[config.mk]
export PLATFORM = sky130hd
export DESIGN_NAME = avgdx_div
export DESIGN_NICKNAME = d
export VERILOG_FILES = /design/src/rtl/avgdx_pkg.sv /design/src/rtl/avgdx_div.sv
export SDC_FILE = /design/constraint.sdc
export NUM_CORES = 1
export LEC_CHECK = 0
export BUFFER_PORTS_ARGS = -buffer_cell sky130_fd_sc_hd__buf_4
export CAP_MARGIN = 20
export CORE_ASPECT_RATIO = 0.8
export CORE_UTILIZATION = 35
export CTS_CLUSTER_DIAMETER = 120
export CTS_CLUSTER_SIZE = 25
export DETAILED_ROUTE_END_ITERATION = 16
export GPL_TIMING_DRIVEN = 0
export PLACE_DENSITY = 0.62
export SETUP_SLACK_MARGIN = 0.2
export SLEW_MARGIN = 20
export SYNTH_ARGS = -nofsm -noshare
export SYNTH_HDL_FRONTEND = slang
export SYNTH_SLANG_ARGS = --single-unit
[constraint.sdc]
create_clock -name aclk -period 5 [get_ports aclk]
set_clock_uncertainty 0.15 [all_clocks]
set_input_delay 0 -clock aclk [delete_from_list [all_inputs] [get_ports aclk]]
set_output_delay 0 -clock aclk [all_outputs]
set_load 0.03 [all_outputs]
[src/rtl/avgdx_pkg.sv]
// Shared types and constants of the average directional index unit.
// Used by avgdx_div and average_directional_index_unit; depends on nothing.
package avgdx_pkg;

    localparam int PRICE_BITS = 32;
    localparam int FRAC_BITS  = 16;
    localparam int SUM_W      = 56;
    localparam int DI_W       = 48;
    localparam int ADX_W      = 23;
    localparam int DVD_W      = 80;
    localparam int DVS_W      = 56;
    localparam int CNT_W      = 7;

    localparam logic [SUM_W-1:0] SMOOTH_MAX  = {SUM_W{1'b1}};
    localparam logic [DI_W-1:0]  DI_MAX      = {DI_W{1'b1}};
    localparam logic [ADX_W-1:0] HUNDRED_FIX = ADX_W'(100 << FRAC_BITS);
    localparam logic [31:0]      INDEX_MAX   = 32'hFFFF_FFFF;
    localparam logic [10:0]      PERIOD_MIN  = 11'd2;
    localparam logic [10:0]      PERIOD_MAX  = 11'd1024;

    localparam logic REG_PERIOD   = 1'b0;
    localparam logic REG_UNSTABLE = 1'b1;

    typedef struct packed {
        logic             start;
        logic [DVD_W-1:0] dividend;
        logic [DVS_W-1:0] divisor;
    } div_req_t;

    typedef struct packed {
        logic             done;
        logic [DVD_W-1:0] quotient;
    } div_rsp_t;

endpackage

[src/rtl/avgdx_div.sv]
// Bit-serial restoring divider, one quotient bit per cycle.
// Depends on avgdx_pkg for widths and the request and response structs.
module avgdx_div
    import avgdx_pkg::*;
(
    input  logic     aclk,
    input  logic     aresetn,
    input  div_req_t req,
    output div_rsp_t rsp
);

    logic             busy_reg;
    logic             done_reg;
    logic [CNT_W-1:0] cnt_reg;
    logic [DVS_W:0]   rem_reg;
    logic [DVD_W-1:0] dvd_reg;
    logic [DVS_W-1:0] dvs_reg;
    logic [DVS_W:0]   shifted;
    logic             fits;

    assign shifted = {rem_reg[DVS_W-1:0], dvd_reg[DVD_W-1]};
    assign fits    = shifted >= {1'b0, dvs_reg};

    always_ff @(posedge aclk) begin
        if (!aresetn) begin
            busy_reg <= 1'b0;
            done_reg <= 1'b0;
            cnt_reg  <= '0;
        end else begin
            done_reg <= 1'b0;
            if (req.start) begin
                busy_reg <= 1'b1;
                cnt_reg  <= '0;
                rem_reg  <= '0;
                dvd_reg  <= req.dividend;
                dvs_reg  <= req.divisor;
            end else if (busy_reg) begin
                rem_reg <= fits ? shifted - {1'b0, dvs_reg} : shifted;
                // The dividend register fills with quotient bits from the bottom.
                dvd_reg <= {dvd_reg[DVD_W-2:0], fits};
                cnt_reg <= cnt_reg + 1'b1;
                if (cnt_reg == CNT_W'(DVD_W - 1)) begin
                    busy_reg <= 1'b0;
                    done_reg <= 1'b1;
                end
            end
        end
    end

    assign rsp.done     = done_reg;
    assign rsp.quotient = dvd_reg;

    a_no_start_busy: assert property (@(posedge aclk) disable iff (!aresetn)
        req.start |-> !busy_reg) else $error("divider started while busy");
    a_done_ends_busy: assert property (@(posedge aclk) disable iff (!aresetn)
        done_reg |-> !busy_reg) else $error("divider done while still busy");
    a_done_one_cycle: assert property (@(posedge aclk) disable iff (!aresetn)
        done_reg |=> !done_reg) else $error("divider done held too long");

endmodule

# Yosys cells after proc, flatten, opt, wreduce, memory -nomap -nowiden
# Cells that the tools add are included.
[word_totals] ff_bits=201 latchBits=0 mem_bits_rw=0 rom_bits=0 in_bits=139 output_inout_bits=81 word_cells=25 n_memories=0
[classes] add_sub_neg=2 n_mul=0 n_div=0 n_lt_le_gt_ge=1 eq_ne=1 shifts=0 mux=8 n_bitwise=2 reduce_logical=5
[ops] operator="two-way mux 80 bit" n=2
[ops] operator="two-way mux 56 bit" n=2
[ops] operator=">= comparator 57 x 56 -> 1 bit" n=1
[ops] operator="subtractor 56 bit" n=1
[ops] operator="adder 7 x 1 -> 7 bit, second input constant" n=1
[ops] operator="== test 7 bit, second input constant" n=1
[ops] operator="two-way mux 1 bit" n=4
[ops] operator="AND reduction 2 bit" n=2
[ops] operator="OR reduction 3 bit" n=1
[ops] operator="NOT 1 bit" n=2
[ops] operator="nonzero test 2 bit" n=1
[ops] operator="OR reduction 2 bit" n=1

# Longest topological paths before layout
[logic_depth] word_depth=4 mapped_depth=15 depth_no_buf=13

# Least setup slack after synthesis
# No wires, ideal clock.
[synth_timing] kind="register to register" startpoint="reg busy_reg" endpoint="reg dvd_reg[0] (enable)" setup_time_ns=0.507 arrival_ns=3.639 required_time_ns=4.343 setup_slack_ns=0.703 path_stages_with_launch=3 period_less_slack_ns=4.297 path_cell_list="dfxtp_1 > clkbuf_1 > o21a_1"
[synth_via] elab_chain_len=2
[synth_rtl] element="from (decl)" line="avgdx_div.sv:12" text="logic busy_reg;"
[synth_rtl] element="from (signal assigned)" line="avgdx_div.sv:26" text="busy_reg <= 1'b0;"
[synth_rtl] element="from (signal assigned)" line="avgdx_div.sv:32" text="busy_reg <= 1'b1;"
[synth_rtl] element="from (signal assigned)" line="avgdx_div.sv:43" text="busy_reg <= 1'b0;"
[synth_rtl] element="nonzero test 2 bit (no line)"
[synth_rtl] element="AND reduction 2 bit (no line)"
[synth_rtl] element="to (signal assigned)" line="avgdx_div.sv:35" text="dvd_reg <= req.dividend;"
[synth_rtl] element="to (signal assigned)" line="avgdx_div.sv:40" text="dvd_reg <= {dvd_reg[DVD_W-2:0], fits};"
[synth_rtl] element="to (decl)" line="avgdx_div.sv:16" text="logic [DVD_W-1:0] dvd_reg;"
# Every way passes these cells.
# A chain may end at the register's enable or synchronous reset.

# Worst setup path in the final report
[layout_timing] startpoint="reg rem_reg[2]" endpoint="reg rem_reg[28] (data pin)"
[layout_via] elab_chain_len=3 word_cells_on_any_way=4 classes_between="add/sub (1); order compare (1); mux (2)"
[layout_rtl] element="from (decl)" line="avgdx_div.sv:15" text="logic [DVS_W:0] rem_reg;"
[layout_rtl] element="from (signal assigned)" line="avgdx_div.sv:38" text="rem_reg <= fits ? shifted - {1'b0, dvs_reg} : shifted;"
[layout_rtl] element="subtractor 56 bit / >= comparator 57 x 56 -> 1 bit (equally long branches)" line="avgdx_div.sv:38, avgdx_div.sv:22"
[layout_rtl] element="two-way mux 56 bit (*)" line="avgdx_div.sv:38"
[layout_rtl] element="two-way mux 56 bit (*)" line="avgdx_div.sv:37" text="end else if (busy_reg) begin"
# Every way passes the cells marked *; elsewhere a longest branch is shown, timed or not. The select of a mux whose other input is x is not followed.

==> impl_results.md <==
* Largest net degree at the start of global routing at 53
* Post-synthesis mux area share at 0.117
* Commonest cells after routing, fill and taps aside: buf_4, edfxtp_1, dlygate4sd3_1
* Switching power at 1.45 mW
* Leading cell type in the layout, fill and taps excluded: buf_4
* Sinks on Clock Net at 201
* Initial DRC Count at 512
* Post-CTS setup repair buffer count at 0
* Tcrit/Tclk final at 0.833
* Bufs and invs on worst path at 1
* XOR/XNOR Fraction of Synth Area at 0.0406
* DR vias at 8,820
* Area delta synth->final at 35.0%
* Overall Power at 4.60 mW
* Post-synth EDFFs at 192
* Slew margin rel. at 0.412
* Initial antenna violation count at 3
* Final hold viol count at 0
* Drt via density at 4.96
* Top-area cell type share of the netlist area at 0.505
* Dpl hpwl at 22,200 um
* Largest family of logic cells by synthesized area: multiplexers
* Slowest CP cell: clkbuf_1
* Via count of the first global-routing pass at 9,071
* WS Path Type: register to register
* Avg Inst Size Synth at 11.7 um^2
* Largest cells by area after synthesis: edfxtp_1, mux2_2, ha_1
* Met1 GRT Util at 0.248
* Switching share of power at 0.315
* YS warnings at 0
* Clk Tree Root Cell: clkbuf_16
* Die H at 164 um
* Slowest stage delay, CP at 0.49 ns
* Cell Int Power at 3.15 mW
* Area leader, netlist: edfxtp_1
* Clk buf depth at 3
* Post-synthesis sequential area ratio at 0.520
* Grt met3 use at 0.0385
* First-pass GRT wire length at 48,700 um
* Drc violations at 0
* Final wirelength at 30,900 um
* Fin crit period at 4.16 ns
* Die footprint at 33,400 um^2
* Max_cap viols at 0
* CP Data Arrival Time at 4.21 ns
* Worst-Margin Slew at 0.870 ns
* Top delay family on crit path: compound AO/OA/AOI/OAI gates
* Total track usage at 0.184
* Overflow after GRT at 0
* GRT met2 Usage at 0.301
* Num rows at 58
* GPL Wtd Cong at 0.885
* Simple-Gate Fraction of Synth Area at 0.0966
* Worst Setup Start Kind: register
* Post-Synth Adder-Cell Area at 0.0642
* Gate power share at 0.316
* Power per cell area at 299 nW/um^2
* TritonCTS clock tree: built
* CTS Buf Count at 12
* Library cells used by synthesis at 69
* CP required at 5.05 ns
* Crit. End Element: register
* Routed len/inst at 17.4 um
* Final #Nets at 1,547
* Slew Viols, Final at 0
* PortBufs at 219
* CP max FO at 9
* Fraction of the mapped netlist area in compound gates at 0.116
* Final cell count without fillers at 1,778
* Clock latency on the worst-skew pair at 0.50 ns
* H-tree Lvls at 1
* 1st-pass router iterations at 5
* Seq pwr share at 0.453
* Syn Inst Count at 977
* Grt peak-use layer: met2
* Clk pin slew, worst setup/hold paths at 0.10 ns
* Synth Flop Type: edfxtp_1
* P_leak at 6.33 nW
* Peak VDD IR at 0.000199 V
* Area of the mapped netlist at 11,400 um^2
* Final setup vio count at 0
* Post-CTS resize count at 0
* Fmax at 240 MHz
* Die W at 204 um
* Clock share of power at 0.231
* Mapped Nets at 1,174
* Max FFs per register at 80
* Synthesized flop and latch total at 201
* Post-route ant nets at 0
* Placed cell count at 1,619
* RSZ-0062 raised after global routing: no
* CP Cell Sequence: ha_1 > a21o_1 > a21oi_2 > a21oi_1 > o211a_1 > or3_4 > a311oi_2 > o31ai_2 > a41oi_2 > or2_2 > clkbuf_1 > o21ai_0
* Status: complete, no violations
* Layout cell share with drive strength beyond 1 at 0.252
* Async set-reset flop share out of synthesis at 0
* Initial core utilization at 0.359
* Worst Hold Class: input port to register
* Core Footprint at 31,800 um^2
* Ports at 220
worst reg2reg max path, cell delays in order (launching register included):
cell and delay [ns]:
edfxtp_1 0.40, ha_1 0.38, a21o_1 0.21, a21oi_2 0.15
a21oi_1 0.15, o211a_1 0.29, or3_4 0.40, a311oi_2 0.37
o31ai_2 0.18, a41oi_2 0.31, or2_2 0.16, clkbuf_1 0.49
o21ai_0 0.22
synth_stat cells (13+ instances only):
cell and n:
nand2_1 45, a21oi_1 65, nand3_1 17, ha_1 57
edfxtp_1 192, inv_1 71, nor2_1 72, xnor2_1 32
mux2_2 79, o21bai_1 13, a21o_1 30, clkbuf_1 30
nand4_1 21, o21ai_0 38, xor2_1 21, mux2i_1 45
area by class of cell:
cell class / count / area [um^2]
Inverter: 72 / 273
Clock buffer: 16 / 315
Buffer: 42 / 248
Clock inverter: 3 / 45.0
Multi-Input combinational cell: 662 / 4970
Sequential cell: 201 / 5950
Tap cell: 420 / 526
Fill cell: 2883 / 16400
Antenna cell: 3 / 7.51
Timing Repair Buffer: 359 / 3090
path summary, 6_finish.rpt:
kind / start / cells after the start / slack [ns] / endpoint
setup / recovery: rem_reg[2] / 12 / 0.84 / rem_reg[28]
hold / removal: req[136] / 3 / 0.04 / dvd_reg[1]
setup reg to reg: rem_reg[2] / 12 / 0.84 / rem_reg[28]
hold reg to reg: cnt_reg[6] / 2 / 0.37 / cnt_reg[6]
metrics by stage:
stage          hold WS (ns)  setup TNS [ns]  area, um^2  utilization  worst slack [ns]
6_report             0.0430               0       15400        0.485             0.836
4_1_cts              0.0458               0       15400        0.485             0.879
3_5_place_dp         0.0295               0       13700        0.430             0.883
5_1_grt              0.0589               0       15400        0.485             0.507
3_3_place_gp         0.0297         -141.86       13600        0.428             -1.05
2_1_floorplan       -0.0511               0       11400            -             0.703
power groups by stage:
| stage | clock network, mW | registers (mW) | logic, mW |
|---|---|---|---|
| global route | 1.14 | 2.10 | 1.59 |
| global placement | 0 | 2.13 | 1.33 |
| floorplan | 0 | 2.19 | 0.882 |
| CTS | 1.10 | 2.09 | 1.45 |
| detailed placement | 0 | 2.12 | 1.36 |
| finish | 1.06 | 2.09 | 1.45 |
logic make-up after synthesis:
| family | Yosys count |
|---|---|
| buf+inv | 114 |
| xor+xnor | 53 |
| simple gates | 223 |
| compound gates | 204 |
| mux | 124 |
| flops | 201 |
| fa+ha+maj | 58 |
per-layer routing:
layer	vias to the layer above	routed length, um
met1	4179	14400
met5	-	0
met2	263	13800
met3	31	1880
li1	4347	-
met4	0	741
what timing repair did:
action,CTS,global route
hold endpoints to repair,165,0
endpoints found under the setup margin,0,0
hold buffers,137,0
(Power assumes the default switching activity.)
